## config.mk

```make
export PLATFORM = sky130hd
export DESIGN_NAME = stepper_pulse_ramp_generator_unit
export DESIGN_NICKNAME = d
export VERILOG_FILES = /design/src/sprg_pkg.sv /design/src/stepper_pulse_ramp_generator_unit.sv /design/src/sprg_cfg_regs.sv /design/src/sprg_core.sv
export SDC_FILE = /design/constraint.sdc
export NUM_CORES = 1
export LEC_CHECK = 0
export ABC_CLOCK_PERIOD_IN_PS = 4850
export BUFFER_PORTS_ARGS = -buffer_cell sky130_fd_sc_hd__buf_2
export CORE_MARGIN = 3
export CORE_UTILIZATION = 40
export DETAILED_ROUTE_END_ITERATION = 7
export GPL_TIMING_DRIVEN = 0
export PLACE_DENSITY = 0.58
export SETUP_SLACK_MARGIN = 0.02
export SLEW_MARGIN = 5
export SYNTH_ARGS = -nofsm -noshare
export SYNTH_HDL_FRONTEND = slang
export SYNTH_SLANG_ARGS = --single-unit
```

## constraint.sdc

```tcl
create_clock -name clk -period 4.85 [get_ports clk]
set_input_delay 0.7275 -clock clk [delete_from_list [all_inputs] [get_ports clk]]
set_output_delay 0.7275 -clock clk [all_outputs]
set_load 0.02 [all_outputs]
```

## src/sprg_pkg.sv

```systemverilog
`timescale 1ns / 1ps
// Shared types, widths and codes for the stepper pulse ramp generator.
// No dependencies; imported by every module of the block.
package sprg_pkg;

    localparam int STEP_BITS  = 16;
    localparam int DELAY_BITS = 10;
    localparam int CUR_W      = DELAY_BITS + 1;
    localparam int CFG_W      = 8;
    localparam int SUM_W      = ((DELAY_BITS > CFG_W) ? DELAY_BITS : CFG_W) + 1;
    localparam int CFG_IDX_W  = 2;

    localparam logic KIND_TICK  = 1'b0;
    localparam logic KIND_START = 1'b1;

    localparam logic [CFG_IDX_W-1:0] REG_TICKS_PER_MS   = 2'd0;
    localparam logic [CFG_IDX_W-1:0] REG_PULSE_TICKS    = 2'd1;
    localparam logic [CFG_IDX_W-1:0] REG_RAMP_OFFSET_MS = 2'd2;
    localparam logic [CFG_IDX_W-1:0] REG_SETUP_MS       = 2'd3;

    localparam logic [CFG_W-1:0] RST_TICKS_PER_MS   = 8'd20;
    localparam logic [CFG_W-1:0] RST_PULSE_TICKS    = 8'd1;
    localparam logic [CFG_W-1:0] RST_RAMP_OFFSET_MS = 8'd30;
    localparam logic [CFG_W-1:0] RST_SETUP_MS       = 8'd1;

    typedef struct packed {
        logic [CFG_W-1:0] ticks_per_ms;
        logic [CFG_W-1:0] pulse_ticks;
        logic [CFG_W-1:0] ramp_offset_ms;
        logic [CFG_W-1:0] setup_ms;
    } cfg_t;

    typedef struct packed {
        logic                  kind;
        logic [STEP_BITS-1:0]  step_count;
        logic [DELAY_BITS-1:0] target_delay;
        logic                  direction;
    } item_t;

    typedef struct packed {
        logic dir_level;
        logic step_level;
        logic busy_res;
        logic move_done;
        logic start_ignored;
    } result_t;

endpackage

```

## src/stepper_pulse_ramp_generator_unit.sv

```systemverilog
`timescale 1ns / 1ps
// An accepted input transaction is held in the input register, which feeds the
// sequencer; its result lands in the output register. Throughput: one transaction
// per cycle while the output is not stalled.
// A stalled output holds both stages; ready follows the output register.
// Reset (rst_n, async, active low): idle phase, counters zero, registers at defaults.
module stepper_pulse_ramp_generator_unit
    import sprg_pkg::*;
(
    input  logic                  clk,
    input  logic                  rst_n,
    input  logic                  cfg_valid,
    output logic                  cfg_ready,
    input  logic [CFG_IDX_W-1:0]  cfg_index,
    input  logic [CFG_W-1:0]      cfg_data,
    input  logic                  in_valid,
    output logic                  in_ready,
    input  logic                  kind,
    input  logic [STEP_BITS-1:0]  step_count,
    input  logic [DELAY_BITS-1:0] target_delay,
    input  logic                  direction,
    output logic                  out_valid,
    input  logic                  out_ready,
    output logic                  dir_level,
    output logic                  step_level,
    output logic                  busy_res,
    output logic                  move_done,
    output logic                  start_ignored
);

    cfg_t    cfg;
    item_t   item_reg;
    logic    in_valid_reg;
    result_t core_result;
    result_t result_reg;
    logic    out_valid_reg;
    logic    advance;

    assign cfg_ready = 1'b1;
    assign advance   = !out_valid_reg || out_ready;
    assign in_ready  = !in_valid_reg || advance;

    sprg_cfg_regs u_cfg (
        .clk      (clk),
        .rst_n    (rst_n),
        .wr_en    (cfg_valid && cfg_ready),
        .wr_index (cfg_index),
        .wr_data  (cfg_data),
        .cfg      (cfg)
    );

    // input stage
    always_ff @(posedge clk or negedge rst_n)
    begin
        if (!rst_n)
            in_valid_reg <= 1'b0;
        else if (in_ready)
            in_valid_reg <= in_valid;
    end

    always_ff @(posedge clk)
    begin
        if (in_valid && in_ready)
        begin
            item_reg.kind         <= kind;
            item_reg.step_count   <= step_count;
            item_reg.target_delay <= target_delay;
            item_reg.direction    <= direction;
        end
    end

    sprg_core u_core (
        .clk    (clk),
        .rst_n  (rst_n),
        .en     (in_valid_reg && advance),
        .item   (item_reg),
        .cfg    (cfg),
        .result (core_result)
    );

    // result stage
    always_ff @(posedge clk or negedge rst_n)
    begin
        if (!rst_n)
            out_valid_reg <= 1'b0;
        else if (advance)
            out_valid_reg <= in_valid_reg;
    end

    always_ff @(posedge clk)
    begin
        if (advance && in_valid_reg)
            result_reg <= core_result;
    end

    assign out_valid     = out_valid_reg;
    assign dir_level     = result_reg.dir_level;
    assign step_level    = result_reg.step_level;
    assign busy_res      = result_reg.busy_res;
    assign move_done     = result_reg.move_done;
    assign start_ignored = result_reg.start_ignored;

    a_done_not_ignored: assert property (@(posedge clk) disable iff (!rst_n)
        out_valid |-> !(move_done && start_ignored))
        else $error("move_done and start_ignored in the same result");

    a_done_idle: assert property (@(posedge clk) disable iff (!rst_n)
        (out_valid && move_done) |-> !busy_res)
        else $error("move finished but still busy");

    a_step_busy: assert property (@(posedge clk) disable iff (!rst_n)
        (out_valid && step_level) |-> busy_res)
        else $error("step pulse outside a move");

    a_empty_ready: assert property (@(posedge clk) disable iff (!rst_n)
        !out_valid |-> in_ready)
        else $error("input stalled with an empty output register");

endmodule

```

## src/sprg_cfg_regs.sv

```systemverilog
`timescale 1ns / 1ps
// Configuration register file of the stepper pulse ramp generator.
// Depends on sprg_pkg for the register codes, reset values and cfg_t.
module sprg_cfg_regs
    import sprg_pkg::*;
(
    input  logic                 clk,
    input  logic                 rst_n,
    input  logic                 wr_en,
    input  logic [CFG_IDX_W-1:0] wr_index,
    input  logic [CFG_W-1:0]     wr_data,
    output cfg_t                 cfg
);

    cfg_t cfg_reg;

    always_ff @(posedge clk or negedge rst_n)
    begin
        if (!rst_n)
        begin
            cfg_reg.ticks_per_ms   <= RST_TICKS_PER_MS;
            cfg_reg.pulse_ticks    <= RST_PULSE_TICKS;
            cfg_reg.ramp_offset_ms <= RST_RAMP_OFFSET_MS;
            cfg_reg.setup_ms       <= RST_SETUP_MS;
        end
        else if (wr_en)
        begin
            unique case (wr_index)
                REG_TICKS_PER_MS:   cfg_reg.ticks_per_ms   <= wr_data;
                REG_PULSE_TICKS:    cfg_reg.pulse_ticks    <= wr_data;
                REG_RAMP_OFFSET_MS: cfg_reg.ramp_offset_ms <= wr_data;
                REG_SETUP_MS:       cfg_reg.setup_ms       <= wr_data;
                default:            cfg_reg                <= cfg_reg;
            endcase
        end
    end

    assign cfg = cfg_reg;

endmodule

```

## src/sprg_core.sv

```systemverilog
`timescale 1ns / 1ps
// Move sequencer: phase, step, delay and tick counters, and the result logic.
// Depends on sprg_pkg for item_t, cfg_t, result_t and the widths.
module sprg_core
    import sprg_pkg::*;
(
    input  logic    clk,
    input  logic    rst_n,
    input  logic    en,
    input  item_t   item,
    input  cfg_t    cfg,
    output result_t result
);

    typedef enum logic [1:0] {
        PH_IDLE  = 2'd0,
        PH_SETUP = 2'd1,
        PH_PULSE = 2'd2,
        PH_WAIT  = 2'd3
    } phase_t;

    localparam logic [CUR_W-1:0] CUR_MAX = {CUR_W{1'b1}};

    phase_t                phase_reg, phase_next;
    logic [STEP_BITS-1:0]  steps_left_reg, steps_left_next;
    logic [CUR_W-1:0]      cur_delay_reg, cur_delay_next;
    logic [DELAY_BITS-1:0] final_delay_reg, final_delay_next;
    logic [CUR_W-1:0]      ms_left_reg, ms_left_next;
    logic [CFG_W-1:0]      tick_reg, tick_next;
    logic                  dir_reg, dir_next;

    logic [SUM_W-1:0] start_sum;
    logic [SUM_W-1:0] setup_ext;
    logic [CUR_W-1:0] ms_work;
    logic [CFG_W-1:0] tick_work;
    logic             done;
    logic             ignored;

    assign start_sum = SUM_W'(item.target_delay) + SUM_W'(cfg.ramp_offset_ms);
    assign setup_ext = SUM_W'(cfg.setup_ms);

    always_comb
    begin
        phase_next       = phase_reg;
        steps_left_next  = steps_left_reg;
        cur_delay_next   = cur_delay_reg;
        final_delay_next = final_delay_reg;
        ms_left_next     = ms_left_reg;
        tick_next        = tick_reg;
        dir_next         = dir_reg;
        ms_work          = ms_left_reg;
        tick_work        = tick_reg;
        done             = 1'b0;
        ignored          = 1'b0;

        if (item.kind == KIND_START)
        begin
            if (phase_reg != PH_IDLE)
            begin
                ignored = 1'b1;
            end
            else
            begin
                // saturate the ramp start delay at the counter's full scale
                if (start_sum > SUM_W'(CUR_MAX))
                    cur_delay_next = CUR_MAX;
                else
                    cur_delay_next = start_sum[CUR_W-1:0];
                dir_next         = item.direction;
                steps_left_next  = item.step_count;
                final_delay_next = item.target_delay;
                ms_left_next     = setup_ext[CUR_W-1:0];
                tick_next        = '0;
                phase_next       = PH_SETUP;
            end
        end
        else
        begin
            unique case (phase_reg)
                PH_SETUP, PH_WAIT:
                begin
                    if (ms_left_reg != '0)
                    begin
                        tick_work = tick_reg + 1'b1;
                        if (tick_work >= cfg.ticks_per_ms)
                        begin
                            tick_work = '0;
                            ms_work   = ms_left_reg - 1'b1;
                        end
                    end
                    ms_left_next = ms_work;
                    tick_next    = tick_work;
                    if (ms_work == '0)
                    begin
                        tick_next = '0;
                        if (steps_left_reg != '0)
                        begin
                            steps_left_next = steps_left_reg - 1'b1;
                            phase_next      = PH_PULSE;
                        end
                        else
                        begin
                            ms_left_next = '0;
                            phase_next   = PH_IDLE;
                            done         = 1'b1;
                        end
                    end
                end
                PH_PULSE:
                begin
                    tick_work = tick_reg + 1'b1;
                    tick_next = tick_work;
                    if (tick_work >= cfg.pulse_ticks)
                    begin
                        // lower the delay before the wait that uses it
                        if (cur_delay_reg > CUR_W'(final_delay_reg))
                        begin
                            cur_delay_next = cur_delay_reg - 1'b1;
                        end
                        ms_left_next = (cur_delay_reg > CUR_W'(final_delay_reg)) ?
                                       cur_delay_reg - 1'b1 : cur_delay_reg;
                        tick_next    = '0;
                        phase_next   = PH_WAIT;
                    end
                end
                default:
                begin
                    phase_next = phase_reg;
                end
            endcase
        end
    end

    always_ff @(posedge clk or negedge rst_n)
    begin
        if (!rst_n)
        begin
            phase_reg       <= PH_IDLE;
            steps_left_reg  <= '0;
            cur_delay_reg   <= '0;
            final_delay_reg <= '0;
            ms_left_reg     <= '0;
            tick_reg        <= '0;
            dir_reg         <= 1'b0;
        end
        else if (en)
        begin
            phase_reg       <= phase_next;
            steps_left_reg  <= steps_left_next;
            cur_delay_reg   <= cur_delay_next;
            final_delay_reg <= final_delay_next;
            ms_left_reg     <= ms_left_next;
            tick_reg        <= tick_next;
            dir_reg         <= dir_next;
        end
    end

    assign result.dir_level     = dir_next;
    assign result.step_level    = (phase_next == PH_PULSE);
    assign result.busy_res      = (phase_next != PH_IDLE);
    assign result.move_done     = done;
    assign result.start_ignored = ignored;

endmodule

```

Word level (Yosys, flattened, before mapping)
Cells that the tools add are included.
Widths: inputs -> output; s select.
{"block": "op_classes", "add_sub_neg": 5, "order_cmp": 4, "n_eq_ne": 10, "n_mux": 37, "bitwise": 3, "n_reduce_logical": 29}
{"operator": "$mux 11", "n": 14}
{"operator": "$mux 16", "n": 5}
{"operator": "$mux 8", "n": 6}
{"operator": "$pmux 11 s2", "n": 1}
{"operator": "$sub 11x1->11 const B", "n": 2}
{"operator": "$ge 8x8->1", "n": 2}
{"operator": "$pmux 8 s2", "n": 1}
{"operator": "$reduce_bool 16->1", "n": 1}
{"operator": "$sub 16x1->16 const B", "n": 1}
{"operator": "$reduce_bool 2->1", "n": 7}
{"operator": "$reduce_and 4->1", "n": 3}
{"operator": "$add 10x8->11", "n": 1}
{"operator": "$gt 11x10->1", "n": 1}
{"operator": "$gt 11x11->1 const B", "n": 1}
{"operator": "$logic_not 11->1", "n": 1}
{"operator": "$reduce_bool 11->1", "n": 1}
{"operator": "$eq 2x2->1 const B", "n": 5}
{"operator": "$mux 2", "n": 5}
{"operator": "$add 8x1->8 const B", "n": 1}
{"operator": "$reduce_and 2->1", "n": 4}
{"operator": "$reduce_and 5->1", "n": 1}
{"operator": "$eq 2x1->1 const B", "n": 2}
{"operator": "$mux 1", "n": 4}
{"operator": "$ne 4x2->1 const B", "n": 1}
{"operator": "other kinds (12)", "n": 17}
{"block": "word_totals", "reg_bits": 126, "elab_cells": 110}

Longest topological paths before layout
Gate-level depths: netlist (run 1).
{"block": "depth", "word_depth": 11, "ltp_mapped": 19, "mapped_depth_nobuf": 15}

Cells and area by module
Synthesis (run 1) repeated with hierarchy kept, for this count alone.
{"block": "hier_totals", "cells_unflattened": 717, "area_unflattened_um2": 7299.5}
{"module": "sprg_core", "instances": 1, "cells_each": 606, "area_each_um2": 4971.0, "seq_area_each_um2": 1476.4}
{"module": "sprg_cfg_regs", "instances": 1, "cells_each": 68, "area_each_um2": 1222.4, "seq_area_each_um2": 810.8}
{"module": "stepper_pulse_ramp_generator_unit", "instances": 1, "cells_each": 43, "area_each_um2": 1106.1, "seq_area_each_um2": 1041.0}

Worst setup path before layout (run 1)
OpenSTA, ideal clock, no wires.
{"block": "synth_timing", "path_type": "flip-flop to flip-flop", "from": "register u_core.tick_reg[0]", "to": "register u_core.steps_left_reg[0]", "setup_time_ps": 127, "arrival_ps": 3395, "required_time_ps": 4723, "setup_slack_ps": 1328, "stages_incl_launch_ff": 19, "cell_sequence": "dfrtp_1 -> and3_1 -> nand3_1 -> inv_1 -> and3_1 -> xor2_1 -> ha_1 -> a41oi_1 -> a21oi_1 -> a21oi_1 -> clkbuf_1 -> nor2_1 -> a211oi_1 -> and4_1 -> buf_4 -> a41oi_2 -> buf_2 -> a211oi_1 -> a21oi_1"}
{"block": "synth_via", "elab_chain_len": 9}
{"item": "from (decl)", "line": "sprg_core.sv:29", "source": "logic [CFG_W-1:0] tick_reg, tick_next;"}
{"item": "from (signal assigned)", "line": "sprg_core.sv:153", "source": "tick_reg <= tick_next;"}
{"item": "$add 8x1->8", "line": "sprg_core.sv:84", "source": "tick_work = tick_reg + 1'b1;"}
{"item": "$ge 8x8->1", "line": "sprg_core.sv:85", "source": "if (tick_work >= cfg.ticks_per_ms)"}
{"item": "$mux 11", "line": "sprg_core.sv:85"}
{"item": "$mux 11", "line": "sprg_core.sv:82", "source": "if (ms_left_reg != '0)"}
{"item": "$mux 11", "line": "sprg_core.sv:79", "source": "unique case (phase_reg)"}
{"item": "$mux 11", "line": "sprg_core.sv:56", "source": "if (item.kind == KIND_START)"}
{"item": "$logic_not 11->1", "line": "sprg_core.sv:93", "source": "if (ms_work == '0)"}
{"item": "$reduce_bool 2->1 (no source line)"}
{"item": "$reduce_and 5->1 (no source line)"}
{"item": "to (signal assigned)", "line": "sprg_core.sv:149", "source": "steps_left_reg <= steps_left_next;"}
{"item": "to (decl)", "line": "sprg_core.sv:25", "source": "logic [STEP_BITS-1:0] steps_left_reg, steps_left_next;"}
No other way between the ends. The select of a mux whose other input is x is not followed.
A chain may end at the register's enable or synchronous reset.

Final worst setup path (run 1)
{"block": "layout_timing", "from": "register u_core.tick_reg[0]", "to": "register u_core.steps_left_reg[11]"}
Same word-level chain as after synthesis.

==> results_dict.tcl, run 1 <==
set metrics [dict create \
    vias 5582 \
    worst-r2r-setup-slack_ns 0.35 \
    status "complete, no violations" \
    path_class "reg2reg" \
    syn_avg_cell_area_um2 9.83 \
    syn-num-nets 797 \
    fmax_ghz 0.222 \
    finalWorstSetupSlack_ns 0.348 \
    hold_class "in2async" \
    grt_pass1_vias 5625 \
    fp-row-count 47 \
    wl_per_cell_um 16.9 \
    synthCells 715 \
    synth_edf_count 33 \
    multi_input_comb_area_mm2 0.00342 \
    period_needed_ns 4.50 \
    tightest_slew_ns 0.765 \
    mostFrequentLayoutCells "85 x dfrtp_1, 67 x nand2_1, 53 x o21ai_0" \
    drc 0 \
    finalCritPeriodShare_pct 92.8 \
    numPortBuffers 49 \
    ctsHoldBuffers 0 \
    slew_headroom_pct 48.8 \
    grtUsageTotal_pct 18.4 \
    insertion_delay_ns 0.42 \
    worst_path_max_delay_cell "dfrtp_1" \
    syn_area_mm2 0.00703 \
    critical_path_required_ns 5.12 \
    path_cells "and3_1 > nand3_1 > inv_1 > and3_1 > xor2_1 > ha_1 > a41oi_1 > a21oi_1 > a21oi_2 > clkbuf_2 > nor2_1 > a211oi_1 > and4_1 > buf_4 > a41oi_2 > buf_2 > o21ai_0 > a21oi_1" \
    io_pins 51 \
    htreeDepth 4 \
    drtIter0Drc 382 \
    regArea_mm2 0.00333 \
    dr.pass1.iters 5 \
    crit_family "compound AO/OA/AOI/OAI gates" \
    crit_arrival_ns 4.77 \
    rsz0062_at_grt "false" \
    power_mw 3.29 \
    powerDensity_mw_per_mm2 404 \
    synth.distinct_cells 68 \
    drv_cap 0 \
    cts_resized 0 \
    worstRegToRegCells 18 \
    cp-end-kind "register" \
    crit_buf_inv 4 \
    r2r-end "u_core.steps_left_reg[11]" \
    tns_ns 0 \
    ys_async_sr_fraction_pct 73.8 \
    viasPerCell 5.49 \
    nFillCells 1571 \
    cts_buffers 17 \
    antenna_found_initial 0 \
    critPathMaxFanout 10 \
    die_y_um 139 \
    dp_hpwl_mm 12.6 \
    drtAntennaViolNets 0 \
    n_antenna_cell 0 \
    finalWirelength_mm 17.2 \
    cp-start-kind "register" \
    final_cells 1017 \
    vdd_drop_max_v 0.000258 \
    dp_cells 985 \
    cts_root_buf "clkbuf_16" \
    skew_ns 0.00747 \
    dieArea_mm2 0.0192 \
    die_x_um 139 \
    layout-drive-gt1-share_pct 17.3 \
    cts_tree "done" \
    overflow 0 \
    clock_path_buffers 2 \
    hold_viol_final 0 \
    final_common_cell "dfrtp_1" \
    synthFlopType "dfrtp_1" \
    core_area_mm2 0.0169 \
    nets 866 \
    grt_max_degree 67 \
    slew_violations 0 \
    place.gp.congestion 0.838 \
    design_area_mm2 0.00816 \
    largest_register_ffs 32 \
    setup_viol 0 \
    placed_area_mm2 0.00758 \
    start_util_pct 41.6 \
    slowest_delay_ns 0.45 \
    grt_pass1_wl_mm 28.3 \
    seq_area_frac_synth_pct 47.4 \
    path_clk_slew_ns 0.06 \
    cts_sinks 126 \
    r2r-start "u_core.tick_reg[0]" \
    power.leakage_nw 3.55 \
    post-cts-setup-buffers 0 \
    yosysWarningCount 0 \
    syn2layout_area_growth_pct 16.1 \
    post-place-ws_ns 0.183 \
    ys_ff_latch 126 \
]
## cells in the mapped netlist (7+ instances only)
library cell / n / area share [%]
a21oi_1: 51 / 3.6
dfrtp_1: 85 / 30
or3_1: 7 / 0.62
o21bai_1: 7 / 0.75
xor2_1: 15 / 1.9
xnor2_1: 13 / 1.6
inv_1: 41 / 2.2
a211oi_1: 7 / 0.75
o211ai_1: 7 / 0.75
nor3_1: 13 / 0.93
o21ai_0: 53 / 3.8
mux2_2: 27 / 4.3
dfstp_2: 8 / 3.0
or2_2: 8 / 0.71
edfxtp_1: 33 / 14
nand3_1: 21 / 1.5
nand2_1: 67 / 3.6
ha_1: 38 / 6.8
nor2_1: 51 / 2.7
o22ai_1: 22 / 2.0
nand2b_1: 17 / 1.5
and3_1: 7 / 0.62
clkbuf_1: 20 / 1.1
## per-layer routing
layer | share of wire, % | track usage (%) | up-vias
met4 | 2.5 | 6.71 | 0
li1 | - | - | 2714
met5 | 0 | 0 | -
met1 | 45 | 23.7 | 2696
met2 | 48 | 30.1 | 145
met3 | 5.2 | 4.59 | 27
## cells by family (layout without fill, tap and decap cells)
kind of cell	after synthesis	count (layout)	share of synthesized area, %
mux	30	30	4.75
buf+inv	71	153	4.31
fa+ha+maj	39	39	7.05
compound gates	188	188	16.4
other cells	1	1	0.0534
flops	126	126	47.4
simple gates	232	232	16.6
xor+xnor	28	28	3.49
## worst max path at each step
stage	depth (start not counted)	start	slack (ns)	endpoint
after floorplan	18	u_core.tick_reg[0]	1.33	u_core.steps_left_reg[0]
after global placement	16	u_core.tick_reg[0]	0.24	u_core.tick_reg[0]
after detailed placement	16	u_core.tick_reg[0]	0.18	u_core.tick_reg[0]
after CTS	16	u_core.tick_reg[0]	0.12	u_core.tick_reg[0]
after global routing	18	u_core.tick_reg[0]	0.04	u_core.steps_left_reg[10]
final	18	u_core.tick_reg[0]	0.35	u_core.steps_left_reg[11]
## layout make-up
class | count | share of cell area (%)
multi-input combinational | 518 | 41.9
sequential | 126 | 40.8
clock buffer | 19 | 5.31
timing repair buffer | 50 | 3.37
tap | 220 | 3.37
inverter | 42 | 1.93
buffer | 29 | 1.79
clock inverter | 13 | 1.52
## stage by stage
| step | util, % | hold WS, ns |
|---|---|---|
| final | 48.4 | 0.242 |
| after global routing | 48.4 | 0.259 |
| after global placement | 44.7 | 0.458 |
| after CTS | 48.2 | 0.245 |
| after floorplan | - | 0.432 |
| after detailed placement | 44.9 | 0.471 |
## report_power, final
part / leakage (nW) / internal, mW / switching, mW / total [mW]
logic: 1.85 / 0.325 / 0.407 / 0.733
registers: 1.43 / 1.23 / 0.130 / 1.36
clock network: 0.267 / 0.747 / 0.459 / 1.21
(Power assumes the default switching activity.)
==> inputs of run 2 (changes only) <==
==> constraint.sdc (replaced) <==
create_clock -name clk -period 4.85 [get_ports clk]
set_input_delay 0.2425 -clock clk [delete_from_list [all_inputs] [get_ports clk]]
set_output_delay 0.2425 -clock clk [all_outputs]
set_load 0.02 [all_outputs]
==> results_dict.tcl, run 2 (same netlist as run 1, synthesis figures left out) <==
set metrics [dict create \
    status "complete, no violations" \
    worst-r2r-setup-slack_ns 0.38 \
    worstRegToRegCells 18 \
    crit_arrival_ns 4.74 \
    clock_path_buffers 2 \
    cp-end-kind "register" \
    worst_path_max_delay_cell "dfrtp_1" \
    critical_path_required_ns 5.11 \
    layout-drive-gt1-share_pct 16.8 \
    htreeDepth 4 \
    hold_class "in2reg" \
    skew_ns 0.00722 \
    fp-row-count 47 \
    finalCritPeriodShare_pct 92.2 \
    power_mw 3.31 \
    final_cells 1042 \
    vias 5664 \
    dr.pass1.iters 5 \
    slowest_delay_ns 0.45 \
    antenna_found_initial 0 \
    cts_sinks 126 \
    rsz0062_at_grt "false" \
    post-place-ws_ns 0.183 \
    drtAntennaViolNets 0 \
    dieArea_mm2 0.0192 \
    hold_viol_final 0 \
    drtIter0Drc 311 \
    critPathMaxFanout 10 \
    final_core_util_pct 49.8 \
    drc 0 \
    cp-start-kind "register" \
    mostFrequentLayoutCells "85 x dfrtp_1, 67 x nand2_1, 53 x o21ai_0" \
    start_util_pct 41.6 \
    path_class "reg2reg" \
    setup_viol 0 \
    r2r-end "u_core.steps_left_reg[11]" \
    whs_endpoint "item_reg[3]" \
    numPortBuffers 49 \
    drv_cap 0 \
    n_antenna_cell 0 \
    worstSetupStartpoint "u_core.tick_reg[0]" \
    path_cells "and3_1 > nand3_1 > inv_1 > and3_1 > xor2_1 > ha_1 > a41oi_1 > a21oi_1 > a21oi_2 > clkbuf_2 > nor2_1 > a211oi_1 > and4_1 > buf_4 > a41oi_2 > buf_2 > o21ai_0 > a21oi_1" \
    core_area_mm2 0.0169 \
    slew_headroom_pct 50.3 \
    grt_pass1_vias 5728 \
    hold_path_startpoint "target_delay[2]" \
    viasPerCell 5.44 \
    vdd_drop_max_v 0.000255 \
    place.gp.congestion 0.838 \
    powerDensity_mw_per_mm2 394 \
    dp_hpwl_mm 12.6 \
    finalWirelength_mm 17.5 \
    final_common_cell "dfrtp_1" \
    finalWorstSetupSlack_ns 0.377 \
    io_pins 51 \
    dp_cells 985 \
    power.leakage_nw 3.65 \
    holdPathStages 1 \
    crit_family "compound AO/OA/AOI/OAI gates" \
    overflow 0 \
    fmax_ghz 0.224 \
    tns_ns 0 \
    design_area_mm2 0.00841 \
    grt_pass1_wl_mm 28.8 \
    cts_root_buf "clkbuf_16" \
    syn2layout_area_growth_pct 19.7 \
    cts_buffers 17 \
    insertion_delay_ns 0.41 \
    nets 891 \
    die_y_um 139 \
    wl_per_cell_um 16.8 \
    cts_tree "done" \
    crit_buf_inv 4 \
    placed_area_mm2 0.00758 \
    tightest_slew_ns 0.743 \
    path_clk_slew_ns 0.05 \
    period_needed_ns 4.47 \
    r2r-start "u_core.tick_reg[0]" \
    hold-worst-slack_ns 0.0168 \
    die_x_um 139 \
    grtUsageTotal_pct 18.7 \
    grt_max_degree 67 \
    slew_violations 0 \
    largest_register_ffs 32 \
]
run 2: layout make-up:
class	count	area (µm²)
plain buffers	29	146
inverters	42	158
repair buffers	75	526
clock buffers	19	433
well taps	220	275
clock inverters	13	124
fillers	1552	8470
multi-input cells	518	3420
flip-flops and latches	126	3330
run 2: how the worst max path moves through the flow:
stage | to | cells after the start | slack, ns
3_3_place_gp | u_core.tick_reg[0] | 16 | 0.24
4_1_cts | u_core.tick_reg[0] | 16 | 0.12
3_5_place_dp | u_core.tick_reg[0] | 16 | 0.18
2_1_floorplan | u_core.steps_left_reg[0] | 18 | 1.33
5_1_grt | u_core.steps_left_reg[10] | 18 | 0.04
6_report | u_core.steps_left_reg[11] | 18 | 0.38
run 2: worst register-to-register path, delay by kind of cell (launching register included):
| family | cells | cell delay [ns] |
|---|---|---|
| AO/OA/AOI/OAI | 7 | 1.43 |
| AND/OR/NAND/NOR | 5 | 0.99 |
| buffers and inverters | 4 | 0.81 |
| flip-flops | 1 | 0.45 |
| XOR/XNOR | 1 | 0.31 |
| adder cells (fa/ha/maj) | 1 | 0.31 |
run 2: timing repair:
action | in CTS | in global routing
setup endpoints to repair | 0 | 25
hold endpoints to repair | 51 | 0
hold buffers | 25 | 0
resized for setup | 0 | 5
setup buffers | 0 | 0
run 2: report_power, final:
part	leakage, nW	switching (mW)	internal (mW)
registers	1.43	0.130	1.23
logic	1.96	0.409	0.339
clock network	0.267	0.459	0.747
total	3.65	0.998	2.31
run 2: per-layer routing:
metal  part of all wire (%)  global-route usage (%)
met2                     48                    30.8
met3                    4.6                    4.62
met4                    2.6                    6.71
met1                     45                    23.9
met5                      0                       0
